`config.mk`:
```
export PLATFORM = sky130hd
export DESIGN_NAME = touch_grid_relative_cursor_core
export DESIGN_NICKNAME = d
export VERILOG_FILES = /design/src/sv/tgrc_pkg.sv /design/src/sv/tgrc_div.sv /design/src/sv/tgrc_datapath.sv /design/src/sv/tgrc_ctrl.sv /design/src/sv/touch_grid_relative_cursor_core.sv
export SDC_FILE = /design/constraint.sdc
export NUM_CORES = 2
export LEC_CHECK = 0
export BUFFER_PORTS_ARGS = -buffer_cell sky130_fd_sc_hd__buf_2
export CORE_AREA = 2 2 232 257
export DETAILED_ROUTE_END_ITERATION = 6
export DIE_AREA = 0 0 234 259
export PLACE_DENSITY = 0.72
export SLEW_MARGIN = 10
export SYNTH_ARGS = -nofsm -noshare
export SYNTH_HDL_FRONTEND = slang
export SYNTH_SLANG_ARGS = --single-unit
```
`constraint.sdc`:
```
create_clock -name clk_i -period 14.5 [get_ports clk_i]
set_input_delay 0.725 -clock clk_i [delete_from_list [all_inputs] [get_ports clk_i]]
set_output_delay 0.725 -clock clk_i [all_outputs]
set_load 0.1 [all_outputs]
```
`src/sv/tgrc_pkg.sv`:
```
// Package for the touch grid relative cursor block: payload structs, the
// controller/datapath command and status structs, field widths and the pad tables.
// Depends on nothing; every other file imports it.
package tgrc_pkg;

  // Screen defaults for the top-level parameters.
  localparam int unsigned ScreenWidthDefault  = 320;
  localparam int unsigned ScreenHeightDefault = 240;

  // Field widths fixed by the payload.
  localparam int unsigned RawW   = 16;
  localparam int unsigned MapW   = 32;
  localparam int unsigned PtrXW  = 9;
  localparam int unsigned PtrYW  = 8;
  localparam int unsigned GainW  = 8;
  localparam int unsigned CfgIdxW  = 8;
  localparam int unsigned CfgDataW = 16;

  // Internal arithmetic widths.
  localparam int unsigned PadIdxW = 5;
  localparam int unsigned CntW    = 6;   // up to 32 touched pads
  localparam int unsigned SumCW   = 6;   // column sum up to 48
  localparam int unsigned SumRW   = 7;   // row sum up to 112
  localparam int unsigned DvdW    = 11;  // ten times the row sum up to 1120
  localparam int unsigned RemW    = 7;
  localparam int unsigned CcW     = 5;   // column centroid in tenths, up to 30
  localparam int unsigned CrW     = 7;   // row centroid in tenths, up to 70
  localparam int unsigned DiffW   = 8;
  localparam int unsigned ProdW   = 17;
  localparam int unsigned MagW    = 16;
  localparam int unsigned DxW     = 12;

  // Pads examined per scan cycle and the number of scan cycles.
  localparam int unsigned PadsPerStep = 4;
  localparam int unsigned ScanSteps   = MapW / PadsPerStep;
  localparam int unsigned ScanIdxW    = $clog2(ScanSteps);

  // Division by ten: floor(n * 52429 / 2^19) is exact for every 16-bit n.
  localparam logic [MagW-1:0] RecipTen   = 16'd52429;
  localparam int unsigned     RecipShift = 19;

  // Register indexes.
  localparam logic [CfgIdxW-1:0] CfgPadMaskA = 8'd0;
  localparam logic [CfgIdxW-1:0] CfgPadMaskB = 8'd1;
  localparam logic [CfgIdxW-1:0] CfgGainX    = 8'd2;
  localparam logic [CfgIdxW-1:0] CfgGainY    = 8'd3;
  localparam logic [CfgIdxW-1:0] CfgTapLimit = 8'd4;

  // Register reset values.
  localparam logic [RawW-1:0]  PadMaskReset  = 16'hFFFF;
  localparam logic [GainW-1:0] GainReset     = 8'd20;
  localparam logic [GainW-1:0] TapLimitReset = 8'd15;

  // Grid column and row of each pad.
  localparam logic [1:0] PadCol [MapW] = '{
    2'd0, 2'd1, 2'd2, 2'd3, 2'd3, 2'd2, 2'd1, 2'd0,
    2'd3, 2'd2, 2'd1, 2'd0, 2'd0, 2'd1, 2'd2, 2'd3,
    2'd0, 2'd1, 2'd2, 2'd3, 2'd3, 2'd2, 2'd1, 2'd0,
    2'd3, 2'd2, 2'd1, 2'd0, 2'd0, 2'd1, 2'd2, 2'd3
  };
  localparam logic [2:0] PadRow [MapW] = '{
    3'd0, 3'd0, 3'd0, 3'd0, 3'd2, 3'd2, 3'd2, 3'd2,
    3'd3, 3'd3, 3'd3, 3'd3, 3'd1, 3'd1, 3'd1, 3'd1,
    3'd4, 3'd4, 3'd4, 3'd4, 3'd6, 3'd6, 3'd6, 3'd6,
    3'd7, 3'd7, 3'd7, 3'd7, 3'd5, 3'd5, 3'd5, 3'd5
  };

  typedef struct packed {
    logic [RawW-1:0] raw_chip_a;
    logic [RawW-1:0] raw_chip_b;
  } scan_in_t;

  typedef struct packed {
    logic [MapW-1:0]  pad_map;
    logic [PtrXW-1:0] pointer_x;
    logic [PtrYW-1:0] pointer_y;
    logic             contact;
    logic             tap_event;
  } scan_out_t;

  typedef struct packed {
    logic load;
    logic scan_step;
    logic div_start;
    logic mul_step;
    logic scale_step;
    logic commit;
  } dp_cmd_t;

  typedef struct packed {
    logic scan_last;
    logic div_done;
  } dp_status_t;

endpackage

```
`src/sv/tgrc_div.sv`:
```
// Two-lane restoring divider: both centroid sums divided by the pad count,
// one quotient bit per cycle. Depends on tgrc_pkg.
module tgrc_div import tgrc_pkg::*; (
  input  logic            clk_i,
  input  logic            rst_ni,
  input  logic            start_i,
  input  logic [DvdW-1:0] dividend_c_i,
  input  logic [DvdW-1:0] dividend_r_i,
  input  logic [CntW-1:0] divisor_i,
  output logic            done_o,
  output logic [DvdW-1:0] quot_c_o,
  output logic [DvdW-1:0] quot_r_o
);

  localparam int unsigned StepW = $clog2(DvdW + 1);

  logic             busy_q, busy_d;
  logic             done_q, done_d;
  logic [StepW-1:0] step_q, step_d;
  logic [CntW-1:0]  dvs_q, dvs_d;
  logic [DvdW-1:0]  qc_q, qc_d, qr_q, qr_d;
  logic [RemW-1:0]  rc_q, rc_d, rr_q, rr_d;
  logic [RemW-1:0]  rc_sh, rr_sh, dvs_ext;

  // The quotient registers start out holding the dividends and shift them out.
  always_comb begin
    busy_d  = busy_q;
    done_d  = 1'b0;
    step_d  = step_q;
    dvs_d   = dvs_q;
    qc_d    = qc_q;
    qr_d    = qr_q;
    rc_d    = rc_q;
    rr_d    = rr_q;
    dvs_ext = {{(RemW - CntW){1'b0}}, dvs_q};
    rc_sh   = {rc_q[RemW-2:0], qc_q[DvdW-1]};
    rr_sh   = {rr_q[RemW-2:0], qr_q[DvdW-1]};
    if (start_i) begin
      busy_d = 1'b1;
      step_d = StepW'(DvdW);
      dvs_d  = divisor_i;
      qc_d   = dividend_c_i;
      qr_d   = dividend_r_i;
      rc_d   = '0;
      rr_d   = '0;
    end else if (busy_q) begin
      if (rc_sh >= dvs_ext) begin
        rc_d = rc_sh - dvs_ext;
        qc_d = {qc_q[DvdW-2:0], 1'b1};
      end else begin
        rc_d = rc_sh;
        qc_d = {qc_q[DvdW-2:0], 1'b0};
      end
      if (rr_sh >= dvs_ext) begin
        rr_d = rr_sh - dvs_ext;
        qr_d = {qr_q[DvdW-2:0], 1'b1};
      end else begin
        rr_d = rr_sh;
        qr_d = {qr_q[DvdW-2:0], 1'b0};
      end
      step_d = step_q - StepW'(1);
      if (step_q == StepW'(1)) begin
        busy_d = 1'b0;
        done_d = 1'b1;
      end
    end
  end

  always_ff @(posedge clk_i or negedge rst_ni) begin
    if (!rst_ni) begin
      busy_q <= 1'b0;
      done_q <= 1'b0;
      step_q <= '0;
    end else begin
      busy_q <= busy_d;
      done_q <= done_d;
      step_q <= step_d;
    end
  end

  always_ff @(posedge clk_i) begin
    dvs_q <= dvs_d;
    qc_q  <= qc_d;
    qr_q  <= qr_d;
    rc_q  <= rc_d;
    rr_q  <= rr_d;
  end

  assign done_o   = done_q;
  assign quot_c_o = qc_q;
  assign quot_r_o = qr_q;

endmodule

```
`src/sv/tgrc_datapath.sv`:
```
// Datapath: configuration registers, pad map, centroid sums, divider, gain
// scaling, cursor state and the output register. Depends on tgrc_pkg, tgrc_div.
module tgrc_datapath import tgrc_pkg::*; #(
  parameter int unsigned SCREEN_WIDTH  = ScreenWidthDefault,
  parameter int unsigned SCREEN_HEIGHT = ScreenHeightDefault
) (
  input  logic                clk_i,
  input  logic                rst_ni,
  input  logic                cfg_we_i,
  input  logic [CfgIdxW-1:0]  cfg_index_i,
  input  logic [CfgDataW-1:0] cfg_data_i,
  input  scan_in_t            in_data_i,
  input  dp_cmd_t             cmd_i,
  output dp_status_t          status_o,
  output scan_out_t           out_data_o
);

  localparam int unsigned CWX  = $clog2(SCREEN_WIDTH);
  localparam int unsigned CWY  = $clog2(SCREEN_HEIGHT);
  localparam int unsigned SXW  = CWX + DxW;
  localparam int unsigned SYW  = CWY + DxW;
  localparam int unsigned TWA  = (CWX > CWY) ? CWX : CWY;
  localparam int unsigned TW   = (TWA > GainW) ? TWA : GainW;

  // Configuration registers.
  logic [RawW-1:0]  mask_a_q, mask_b_q;
  logic [GainW-1:0] gain_x_q, gain_y_q, tap_limit_q;

  always_ff @(posedge clk_i or negedge rst_ni) begin
    if (!rst_ni) begin
      mask_a_q    <= PadMaskReset;
      mask_b_q    <= PadMaskReset;
      gain_x_q    <= GainReset;
      gain_y_q    <= GainReset;
      tap_limit_q <= TapLimitReset;
    end else if (cfg_we_i) begin
      unique case (cfg_index_i)
        CfgPadMaskA: mask_a_q <= cfg_data_i;
        CfgPadMaskB: mask_b_q <= cfg_data_i;
        CfgGainX: begin
          if (cfg_data_i[GainW-1:0] != '0) gain_x_q <= cfg_data_i[GainW-1:0];
        end
        CfgGainY: begin
          if (cfg_data_i[GainW-1:0] != '0) gain_y_q <= cfg_data_i[GainW-1:0];
        end
        CfgTapLimit: tap_limit_q <= cfg_data_i[GainW-1:0];
        default: ;
      endcase
    end
  end

  // Pad map: masked active-low words, bit-reversed.
  logic [RawW-1:0] touch_a, touch_b;
  logic [MapW-1:0] map_new;

  always_comb begin
    touch_a = ~in_data_i.raw_chip_a & mask_a_q;
    touch_b = ~in_data_i.raw_chip_b & mask_b_q;
    for (int i = 0; i < RawW; i++) begin
      map_new[i]        = touch_a[RawW-1-i];
      map_new[RawW + i] = touch_b[RawW-1-i];
    end
  end

  // Scan: a few pads per cycle into count and sums.
  logic [MapW-1:0]     map_q, pend_q;
  logic [ScanIdxW-1:0] scan_idx_q;
  logic [CntW-1:0]     count_q, count_d;
  logic [SumCW-1:0]    sum_c_q, sum_c_d;
  logic [SumRW-1:0]    sum_r_q, sum_r_d;
  logic [PadIdxW-1:0]  pad_idx [PadsPerStep];

  always_comb begin
    count_d = count_q;
    sum_c_d = sum_c_q;
    sum_r_d = sum_r_q;
    for (int j = 0; j < PadsPerStep; j++) begin
      pad_idx[j] = PadIdxW'({scan_idx_q, 2'(j)});
      if (pend_q[j]) begin
        count_d = count_d + CntW'(1);
        sum_c_d = sum_c_d + SumCW'(PadCol[pad_idx[j]]);
        sum_r_d = sum_r_d + SumRW'(PadRow[pad_idx[j]]);
      end
    end
  end

  always_ff @(posedge clk_i) begin
    if (cmd_i.load) begin
      map_q      <= map_new;
      pend_q     <= map_new;
      scan_idx_q <= '0;
      count_q    <= '0;
      sum_c_q    <= '0;
      sum_r_q    <= '0;
    end else if (cmd_i.scan_step) begin
      pend_q     <= pend_q >> PadsPerStep;
      scan_idx_q <= scan_idx_q + ScanIdxW'(1);
      count_q    <= count_d;
      sum_c_q    <= sum_c_d;
      sum_r_q    <= sum_r_d;
    end
  end

  logic scan_last, div_done;

  assign scan_last = (scan_idx_q == ScanIdxW'(ScanSteps - 1));

  // Centroids in tenths: ten times each sum divided by the count.
  logic [DvdW-1:0] dvd_c, dvd_r, quot_c, quot_r;

  assign dvd_c = DvdW'({sum_c_q, 3'b000}) + DvdW'({sum_c_q, 1'b0});
  assign dvd_r = DvdW'({sum_r_q, 3'b000}) + DvdW'({sum_r_q, 1'b0});

  tgrc_div u_div (
    .clk_i        (clk_i),
    .rst_ni       (rst_ni),
    .start_i      (cmd_i.div_start),
    .dividend_c_i (dvd_c),
    .dividend_r_i (dvd_r),
    .divisor_i    (count_q),
    .done_o       (div_done),
    .quot_c_o     (quot_c),
    .quot_r_o     (quot_r)
  );

  assign status_o = '{scan_last: scan_last, div_done: div_done};

  logic [CcW-1:0] cc;
  logic [CrW-1:0] cr;
  assign cc = quot_c[CcW-1:0];
  assign cr = quot_r[CrW-1:0];

  // Architectural state.
  logic           tracking_q;
  logic [CWX-1:0] cur_x_q, start_x_q;
  logic [CWY-1:0] cur_y_q, start_y_q;
  logic [CcW-1:0] prev_c_q;
  logic [CrW-1:0] prev_r_q;

  // Centroid change times gain.
  logic signed [DiffW-1:0] diff_c, diff_r;
  logic signed [GainW:0]   gx_s, gy_s;
  logic signed [ProdW-1:0] prod_x_q, prod_y_q;

  assign diff_c = $signed({{(DiffW - CcW){1'b0}}, cc})
                - $signed({{(DiffW - CcW){1'b0}}, prev_c_q});
  assign diff_r = $signed({{(DiffW - CrW){1'b0}}, cr})
                - $signed({{(DiffW - CrW){1'b0}}, prev_r_q});
  assign gx_s = $signed({1'b0, gain_x_q});
  assign gy_s = $signed({1'b0, gain_y_q});

  always_ff @(posedge clk_i) begin
    if (cmd_i.mul_step) begin
      prod_x_q <= ProdW'(diff_c) * ProdW'(gx_s);
      prod_y_q <= ProdW'(diff_r) * ProdW'(gy_s);
    end
  end

  // Divide by ten toward zero: magnitude times reciprocal, then the sign again.
  logic [MagW-1:0]     mag_px, mag_py;
  logic [2*MagW-1:0]   rcp_x, rcp_y;
  logic [DxW-2:0]      qx, qy;
  logic signed [DxW-1:0] dx_q, dy_q;

  always_comb begin
    mag_px = prod_x_q[ProdW-1] ? MagW'(-prod_x_q) : prod_x_q[MagW-1:0];
    mag_py = prod_y_q[ProdW-1] ? MagW'(-prod_y_q) : prod_y_q[MagW-1:0];
    rcp_x  = (2*MagW)'(mag_px) * (2*MagW)'(RecipTen);
    rcp_y  = (2*MagW)'(mag_py) * (2*MagW)'(RecipTen);
    qx     = rcp_x[RecipShift +: DxW-1];
    qy     = rcp_y[RecipShift +: DxW-1];
  end

  always_ff @(posedge clk_i) begin
    if (cmd_i.scale_step) begin
      dx_q <= prod_x_q[ProdW-1] ? -$signed({1'b0, qx}) : $signed({1'b0, qx});
      dy_q <= prod_y_q[ProdW-1] ? -$signed({1'b0, qy}) : $signed({1'b0, qy});
    end
  end

  // Cursor move with clamping to the screen.
  logic signed [SXW-1:0] sum_x;
  logic signed [SYW-1:0] sum_y;
  logic [CWX-1:0]        moved_x;
  logic [CWY-1:0]        moved_y;

  always_comb begin
    sum_x = $signed({{DxW{1'b0}}, cur_x_q}) + $signed({{CWX{dx_q[DxW-1]}}, dx_q});
    sum_y = $signed({{DxW{1'b0}}, cur_y_q}) + $signed({{CWY{dy_q[DxW-1]}}, dy_q});
    if (sum_x[SXW-1]) begin
      moved_x = '0;
    end else if (sum_x >= $signed(SXW'(SCREEN_WIDTH))) begin
      moved_x = CWX'(SCREEN_WIDTH - 1);
    end else begin
      moved_x = sum_x[CWX-1:0];
    end
    if (sum_y[SYW-1]) begin
      moved_y = '0;
    end else if (sum_y >= $signed(SYW'(SCREEN_HEIGHT))) begin
      moved_y = CWY'(SCREEN_HEIGHT - 1);
    end else begin
      moved_y = sum_y[CWY-1:0];
    end
  end

  // Chebyshev distance since touch-down, for the tap decision on release.
  logic signed [CWX:0] dist_x;
  logic signed [CWY:0] dist_y;
  logic [TW-1:0]       mvx, mvy, mv;
  logic                tap_hit;

  always_comb begin
    dist_x  = $signed({1'b0, cur_x_q}) - $signed({1'b0, start_x_q});
    dist_y  = $signed({1'b0, cur_y_q}) - $signed({1'b0, start_y_q});
    mvx     = TW'(dist_x[CWX] ? CWX'(-dist_x) : dist_x[CWX-1:0]);
    mvy     = TW'(dist_y[CWY] ? CWY'(-dist_y) : dist_y[CWY-1:0]);
    mv      = (mvx > mvy) ? mvx : mvy;
    tap_hit = mv < TW'(tap_limit_q);
  end

  // Commit of one scan.
  logic           has_touch;
  logic           tracking_d, tap_d;
  logic [CWX-1:0] cur_x_d;
  logic [CWY-1:0] cur_y_d;

  assign has_touch = (count_q != '0);

  always_comb begin
    tracking_d = tracking_q;
    tap_d      = 1'b0;
    cur_x_d    = cur_x_q;
    cur_y_d    = cur_y_q;
    if (has_touch) begin
      tracking_d = 1'b1;
      if (tracking_q) begin
        cur_x_d = moved_x;
        cur_y_d = moved_y;
      end
    end else if (tracking_q) begin
      tracking_d = 1'b0;
      tap_d      = tap_hit;
    end
  end

  always_ff @(posedge clk_i or negedge rst_ni) begin
    if (!rst_ni) begin
      tracking_q <= 1'b0;
      cur_x_q    <= CWX'(SCREEN_WIDTH / 2);
      cur_y_q    <= CWY'(SCREEN_HEIGHT / 2);
      start_x_q  <= '0;
      start_y_q  <= '0;
      prev_c_q   <= '0;
      prev_r_q   <= '0;
    end else if (cmd_i.commit) begin
      tracking_q <= tracking_d;
      cur_x_q    <= cur_x_d;
      cur_y_q    <= cur_y_d;
      if (has_touch) begin
        prev_c_q <= cc;
        prev_r_q <= cr;
        if (!tracking_q) begin
          start_x_q <= cur_x_q;
          start_y_q <= cur_y_q;
        end
      end
    end
  end

  scan_out_t out_q;

  always_ff @(posedge clk_i) begin
    if (cmd_i.commit) begin
      out_q.pad_map   <= map_q;
      out_q.pointer_x <= PtrXW'(cur_x_d);
      out_q.pointer_y <= PtrYW'(cur_y_d);
      out_q.contact   <= tracking_d;
      out_q.tap_event <= tap_d;
    end
  end

  assign out_data_o = out_q;

endmodule

```
`src/sv/tgrc_ctrl.sv`:
```
// Controller: sequences one scan through map, sums, divide, multiply, scale and commit,
// and owns the input ready and output valid. Depends on tgrc_pkg.
module tgrc_ctrl import tgrc_pkg::*; (
  input  logic       clk_i,
  input  logic       rst_ni,
  input  logic       in_valid_i,
  output logic       in_ready_o,
  output logic       out_valid_o,
  input  logic       out_ready_i,
  input  dp_status_t status_i,
  output dp_cmd_t    cmd_o
);

  typedef enum logic [6:0] {
    S_IDLE   = 7'b0000001,
    S_SCAN   = 7'b0000010,
    S_DSTART = 7'b0000100,
    S_DIVIDE = 7'b0001000,
    S_MULT   = 7'b0010000,
    S_SCALE  = 7'b0100000,
    S_COMMIT = 7'b1000000
  } ctrl_state_e;

  ctrl_state_e state_q, state_d;
  logic        out_valid_q, out_valid_d;
  logic        out_free;

  // The output register may be refilled in the cycle its beat leaves.
  assign out_free = !out_valid_q || out_ready_i;

  always_comb begin
    state_d     = state_q;
    cmd_o       = '0;
    in_ready_o  = 1'b0;
    out_valid_d = out_valid_q && !out_ready_i;
    unique case (state_q)
      S_IDLE: begin
        in_ready_o = 1'b1;
        if (in_valid_i) begin
          cmd_o.load = 1'b1;
          state_d    = S_SCAN;
        end
      end
      S_SCAN: begin
        cmd_o.scan_step = 1'b1;
        if (status_i.scan_last) state_d = S_DSTART;
      end
      S_DSTART: begin
        cmd_o.div_start = 1'b1;
        state_d         = S_DIVIDE;
      end
      S_DIVIDE: begin
        if (status_i.div_done) state_d = S_MULT;
      end
      S_MULT: begin
        cmd_o.mul_step = 1'b1;
        state_d        = S_SCALE;
      end
      S_SCALE: begin
        cmd_o.scale_step = 1'b1;
        state_d          = S_COMMIT;
      end
      S_COMMIT: begin
        if (out_free) begin
          cmd_o.commit = 1'b1;
          out_valid_d  = 1'b1;
          state_d      = S_IDLE;
        end
      end
      default: state_d = S_IDLE;
    endcase
  end

  always_ff @(posedge clk_i or negedge rst_ni) begin
    if (!rst_ni) begin
      state_q     <= S_IDLE;
      out_valid_q <= 1'b0;
    end else begin
      state_q     <= state_d;
      out_valid_q <= out_valid_d;
    end
  end

  assign out_valid_o = out_valid_q;

endmodule

```
`src/sv/touch_grid_relative_cursor_core.sv`:
```
// Top level of the touch grid relative cursor block: controller plus datapath.
// Depends on tgrc_pkg, tgrc_ctrl, tgrc_datapath (and through it tgrc_div).
//
// Usage:
//   Input channel (in_valid_i / in_ready_o / in_data_i) takes one beat per scan:
//   the two raw active-low pad words of the sensor chips. Output channel
//   (out_valid_o / out_ready_i / out_data_o) returns exactly one beat per scan:
//   the masked pad map, the cursor position, the contact flag and the tap flag.
//   Configuration writes (cfg_valid_i / cfg_ready_o / cfg_index_i / cfg_data_i)
//   are always taken; they should be issued only while no scan is in flight.
//   Writes to unknown indexes are dropped, and a zero gain leaves the gain as is.
//
//   Each scan runs in order from input acceptance to the result beat: the pad
//   columns and rows are summed four pads at a time, the divider is started, the
//   restoring divider turns the sums into centroids (eleven quotient bits at one
//   per cycle), then come the gain multiply, the divide by ten and the commit into
//   the output register. Scans are processed one at a time: the controller takes
//   the next beat only in its idle state after the commit, so it cannot accept a
//   new scan before it is through with the last one.
//
//   A result waits in the output register while the receiver stalls; the next
//   scan is still accepted and worked on, and it only holds at its commit step
//   until the waiting beat has gone. Reset clears the handshake, puts the cursor
//   at the screen center, leaves tracking off and restores the register defaults.
module touch_grid_relative_cursor_core import tgrc_pkg::*; #(
  parameter int unsigned SCREEN_WIDTH  = ScreenWidthDefault,
  parameter int unsigned SCREEN_HEIGHT = ScreenHeightDefault
) (
  input  logic                clk_i,
  input  logic                rst_ni,
  input  logic                cfg_valid_i,
  output logic                cfg_ready_o,
  input  logic [CfgIdxW-1:0]  cfg_index_i,
  input  logic [CfgDataW-1:0] cfg_data_i,
  input  logic                in_valid_i,
  output logic                in_ready_o,
  input  scan_in_t            in_data_i,
  output logic                out_valid_o,
  input  logic                out_ready_i,
  output scan_out_t           out_data_o
);

  dp_cmd_t    cmd;
  dp_status_t status;

  // Register writes never stall; software must write to an idle block, unchecked.
  assign cfg_ready_o = 1'b1;

  tgrc_ctrl u_ctrl (
    .clk_i       (clk_i),
    .rst_ni      (rst_ni),
    .in_valid_i  (in_valid_i),
    .in_ready_o  (in_ready_o),
    .out_valid_o (out_valid_o),
    .out_ready_i (out_ready_i),
    .status_i    (status),
    .cmd_o       (cmd)
  );

  tgrc_datapath #(
    .SCREEN_WIDTH  (SCREEN_WIDTH),
    .SCREEN_HEIGHT (SCREEN_HEIGHT)
  ) u_datapath (
    .clk_i       (clk_i),
    .rst_ni      (rst_ni),
    .cfg_we_i    (cfg_valid_i && cfg_ready_o),
    .cfg_index_i (cfg_index_i),
    .cfg_data_i  (cfg_data_i),
    .in_data_i   (in_data_i),
    .cmd_i       (cmd),
    .status_o    (status),
    .out_data_o  (out_data_o)
  );

endmodule

```
After elaboration in Yosys (flattened, before gate mapping)
Memories as Yosys holds them, arrays and structs flattened.
Index checks and enable logic that the tools add are counted.

cells by class
  reduce and logical (&&, ||, !) cells = 18
  eq/ne operators = 17
  mux-type cells = 78
  $add $sub $neg = 30
  $lt $le $gt $ge = 10
  bitwise gates (word level) = 9
  multipliers = 4

operators by type and width
  operator                                                                 number
  11-bit two-way mux                                                       6
  32-bit two-way mux                                                       2
  16-bit by 16-bit multiplier with 30-bit output, second input constant    2
  6-bit two-way mux                                                        10
  7-bit two-way mux                                                        8
  9-bit two-way mux                                                        6
  7-bit case mux with 7 select lines                                       1
  8-bit two-way mux                                                        5
  16-bit bitwise AND                                                       2
  16-bit two-way mux                                                       2
  16-bit negator                                                           2
  16-bit inverter                                                          2
  7-bit by 3-bit adder with 7-bit output                                   4
  6-bit by 1-bit adder with 6-bit output, second input constant            4
  6-bit by 2-bit adder with 6-bit output                                   4
  6-bit >= comparator, second input constant                               4
  3-bit two-way mux                                                        8
  11-bit negator with 12-bit output                                        2
  5-bit inverter with 6-bit output                                         4
  21-bit by 10-bit >= comparator with 1-bit output, second input constant  1
  20-bit by 9-bit >= comparator with 1-bit output, second input constant   1
  1-bit two-way mux                                                        20
  8-bit by 9-bit multiplier with 17-bit output                             1
  8-bit by 2-bit equality test with 1-bit output, second input constant    2
  other kinds (44)                                                         63

storage, ports and cells
  memory bits (read-only) = 640
  output and inout bits = 54
  memories = 8
  register bits = 352
  logic and storage cells = 213
  input bits = 61

memories
  memory            depth  bits a word  read ports  clocked after memory_dff  wr ports  RTL line             RTL
  (name not given)  32     3            1           0                         0         tgrc_datapath.sv:82  sum_r_d = sum_r_d + SumRW'(PadRow[pad_idx[j]]);
  (name not given)  32     3            1           0                         0         tgrc_datapath.sv:82
  (name not given)  32     3            1           0                         0         tgrc_datapath.sv:82
  (name not given)  32     3            1           0                         0         tgrc_datapath.sv:82
  (name not given)  32     2            1           0                         0         tgrc_datapath.sv:81  sum_c_d = sum_c_d + SumCW'(PadCol[pad_idx[j]]);
  (name not given)  32     2            1           0                         0         tgrc_datapath.sv:81
  +2 memories       -      -            -           -                         -         -

Logic depth before layout (Yosys ltp)
  depth in word-level cells = 12
  mapped depth = 29

Hierarchy
From an unflattened synthesis, not the netlist that was laid out.

second synthesis, totals
  cell total of the unflattened synthesis = 3036
  area, all modules = 31904.3 um^2

modules (own cells, without submodules)
  module                           area each (um^2)  sequential area each (um^2)  cells each  times used
  tgrc_datapath                    28853.9           8210.4                       2765        1
  tgrc_div                         2539.9            1231.2                       223         1
  tgrc_ctrl                        499.2             201.4                        46          1
  touch_grid_relative_cursor_core  11.3              0.0                          2           1

Least setup slack after synthesis
Ideal clock, no wire load.

  path type = reg2reg
  from = register u_datapath.prod_y_q[5]
  to = register u_datapath.dy_q[11] (data pin)
  setup slack = 6993 ps
  required time = 14241 ps
  cell stages (with the launch flop) = 26
  period minus slack after synthesis = 7507 ps
  library setup time = 259 ps
  arrival time = 7248 ps
  path through = edfxtp_1 -> or3_1 -> or3_1 -> or3_1 -> o31ai_1 -> xnor2_1 -> ha_1 -> ha_1 -> inv_1 -> fa_1 -> inv_1 -> fa_1 -> fa_1 -> inv_1 -> fa_1 -> inv_1 -> ha_1 -> a21oi_1 -> o21ai_1 -> a31oi_1 -> o2111ai_1 -> a21oi_1 -> o221ai_1 -> or3_1 -> or3b_1 -> o31a_1

between the ends
  cells in the longest elaborated chain, start to end = 4

RTL lines
  element                                           RTL line              RTL
  from (decl)                                       tgrc_datapath.sv:143  logic signed [ProdW-1:0] prod_x_q, prod_y_q;
  from (signal assigned)                            tgrc_datapath.sv:155  prod_y_q <= ProdW'(diff_r) * ProdW'(gy_s);
  16-bit negator                                    tgrc_datapath.sv:167  mag_py = prod_y_q[ProdW-1] ? MagW'(-prod_y_q) : prod_y_q[MagW-1:0];
  16-bit two-way mux *                              tgrc_datapath.sv:167
  16-bit by 16-bit multiplier with 30-bit output *  tgrc_datapath.sv:169  rcp_y = (2*MagW)'(mag_py) * (2*MagW)'(RecipTen);
  11-bit negator with 12-bit output *               tgrc_datapath.sv:177  dy_q <= prod_y_q[ProdW-1] ? -$signed({1'b0, qy}) : $signed({1'b0, qy});
  to (signal assigned)                              tgrc_datapath.sv:177
  to (decl)                                         tgrc_datapath.sv:163  logic signed [DxW-1:0] dx_q, dy_q;

Mark *: on every way between the ends. The rest lies on a longest branch, timed or not.
A chain may end at the register's enable or synchronous reset.

Worst setup path in the final report
Same ends and word-level chain as after synthesis.

==> flow_summary_export.csv <==
group,metric,value,unit
sta,max_slew_margin,27.1,%
clocking,cts-buffers-inserted,40,
drt,detail_route.wl_per_cell,18.2,um
synthesis,yosysUniqueCellTypes,93,
clocking,clk_pin_slew,70,ps
global_route,antenna_found_initial,2,
worst_setup_path,cp.required,14820,ps
sta,layout_min_cycle_time,8180,ps
floorplanning,dieArea,60600,um2
synthesis,synth_seq_cells,350,
global_route,grt_pass1_wl,119000,um
clocking,cts_tree,"done",
drt,vias,22000,
sta,rsz0062_at_grt,"false",
sta,fmax,0.122,GHz
clocking,cts-root-buf,"clkbuf_16",
synthesis,synth_ff_type,"edfxtp_1",
pwr,p_leak,16.2,nW
floorplanning,placementRows,93,
worst_setup_path,crit_cells,25,
hold_path,hold_class,"input port to async pin",
place,routabilityCongestion,0.925,
sta,setup_violations,0,
synthesis,synth-seq-area-share,30.4,%
finish,synthToLayoutAreaGrowth,8.57,%
worst_setup_path,path_buf_inv,4,
worst_setup_path,path_class,"flop to flop",
drt,antenna_left,0,
finish,nNetsFinal,3945,
global_route,grt_max_degree,64,
place,hpwl,59000,um
clocking,hold_buffers,0,
worst_setup_path,cp-end-kind,"flop",
floorplanning,core-area,58100,um2
synthesis,synth_edf_count,199,
finish,post-route-util,59.2,%
floorplanning,start_util,54.6,%
worst_setup_path,worstPathArrival,8500,ps
clocking,post_cts.repair.setup_buffers,0,
global_route,grtUsageMet3,2.72,%
clocking,insertion_delay,570,ps
synthesis,ys_warn_count,0,
worst_setup_path,cp_max_fo,6,
clocking,cts_resized,0,
finish,layout-drive-gt1-share,11.6,%
worst_setup_path,r2r_cells,25,
worst_setup_path,startpoint_type,"flop",
drt,drt_pass1_iterations,5,
drt,routed_wl,72900,um
global_route,grt.total_usage,24.6,%
worst_setup_path,cp_top_family,"adder cells",
finish,final_common_cell,"inv_1",
finish,fin_area,34400,um2
finish,final_cell_mix,"534 x inv_1, 428 x ha_1, 234 x fa_1",
global_route,met1_usage,29.7,%
place,postPlaceCellArea,33100,um2
floorplanning,io_pins,115,
sta,slew_viol_final,0,
drt,vias_per_cell,5.47,
place,numPortBuffers,113,
global_route,busiest_layer,"met2",
sta,worstMarginPinSlew,1090,ps
synthesis,syn_area,31700,um2
synthesis,syn_area_per_cell,10.2,um2
synthesis,syn_inst,3104,
worst_setup_path,cp_slowest_stage_delay,540,ps
clocking,cts_max_path_buffers,3,
pwr,ir_worst_vdd,0.158,mV
global_route,grt_pass1_vias,23100,
sta,fin_crit_sh,56.4,%
job,maxCapViolCount,0,
global_route,grt_overflow,0,
worst_setup_path,cp_slowest_cell,"fa_1",
pwr,powerDensity,227,nW/um2
run_status,status,"completed",
drt,drc_errors,0,
synthesis,async_reset_ff_share,33.4,%
global_route,met2_usage,45.0,%
sta,report.final.hold_viol_count,0,
floorplanning,die_h,259,um
drt,first_iter_violations,1082,
clocking,cts.sinks,350,
clocking,htreeDepth,2,
sta,fin_worst_skew,17.7,ps
floorplanning,chipWidth,234,um
sta,setup_tns,0,ps
## worst reg2reg max path, cell delays in order, from the launching register on
cell	delay, ps
edfxtp_1	430
or3_1	420
or3_1	370
or3_1	360
o31ai_1	250
xnor2_1	340
ha_1	360
ha_1	280
inv_1	50
fa_1	500
inv_1	50
fa_1	470
fa_1	540
inv_1	50
fa_1	530
inv_1	40
ha_1	360
a21oi_1	230
o21ai_1	120
a31oi_1	380
o2111ai_1	270
a21oi_1	240
o221ai_1	160
or3_1	410
or3b_1	420
o31a_1	280
## per-layer routing
layer / part of all wire, % / wire length (um) / up-vias
met5: 0.015 / 11 / -
met4: 3.5 / 2570 / 2
met3: 3.0 / 2170 / 138
met2: 52 / 37800 / 354
met1: 42 / 30400 / 10800
li1: - / - / 10700
## synth_stat cells (all sizes together), types with 14 or more instances
master	instances	area (um2)
a21o	49	368
nand4	14	87.6
and3	20	125
nand3	40	200
o21bai	16	120
nor2b	71	444
dfrtp	70	1750
nand2	221	832
and2	60	375
mux2i	21	210
fa	234	4680
o31ai	18	135
dfstp	47	1230
a21oi	127	639
clkbuf	44	165
o21ai	152	764
ha	428	5360
edfxtp	199	5980
inv	535	2010
mux2	101	1140
or3	15	98.8
xnor2	151	1320
xor2	65	569
nand2b	26	168
a32oi	14	123
nor3	19	100
or2	18	113
dfxtp	34	681
nor2	116	438
a211oi	15	113
## final cells by class
type | instances | area, um2
Sequential cell | 350 | 9640
Antenna cell | 1 | 2.50
Inverter | 536 | 2010
Multi-Input combinational cell | 2166 | 19800
Timing Repair Buffer | 128 | 681
Clock inverter | 24 | 236
Clock buffer | 50 | 1040
Fill cell | 4820 | 23700
Tap cell | 760 | 951
## where the power goes
group          leakage, nW  internal (W)  switching [W]
combinational         12.1       0.00218        0.00299
sequential            3.49       0.00144       0.000189
clock                0.622      0.000569       0.000426
## flip-flops by register name (all words and copies together), names as in the netlist, 12 cells and up
register,cells
u_datapath.dx_q,12
u_datapath.dy_q,12
u_datapath.map_q,32
u_datapath.mask_a_q,16
u_datapath.mask_b_q,16
u_datapath.out_data_o,51
u_datapath.pend_q,32
u_datapath.prod_x_q,15
u_datapath.prod_y_q,17
## per-stage QoR
stage                     total power [W]  hold WS [ps]  instances  setup WS [ps]
final                             0.00779           241       4015           6320
after global routing              0.00861           289       4015           5800
after global placement            0.00657           401       3940           6550
after detailed placement          0.00679           405       3940           6360
after CTS                         0.00784           254       4014           6340
after floorplan                   0.00557           400       3109           6990
## worst paths after layout
check | startpoint | endpoint | slack (ps)
worst max register to register | u_datapath.prod_y_q[5] | u_datapath.dy_q[11] | 6320
min in group clk_i | cfg_data_i[15] | u_datapath.mask_b_q[15] | 410
worst min register to register | u_datapath.map_q[20] | u_datapath.out_data_o[39] | 420
max in group asynchronous | rst_ni | u_datapath.gain_y_q[7] | 12880
worst max-delay path | u_datapath.prod_y_q[5] | u_datapath.dy_q[11] | 6320
worst min-delay path | rst_ni | u_datapath.cur_x_q[2] | 240
## cell families (layout without fill, tap and decap cells)
kind of cell | Yosys count | after routing | share of synthesized area (%)
other cells | 2 | 8 | 0.0237
fa+ha+maj | 668 | 668 | 31.9
flops | 350 | 350 | 30.4
xor+xnor | 218 | 218 | 6.11
compound gates | 483 | 483 | 9.64
simple gates | 668 | 668 | 10.6
mux | 122 | 122 | 4.25
buf+inv | 593 | 738 | 7.07
(Power assumes the default switching activity.)
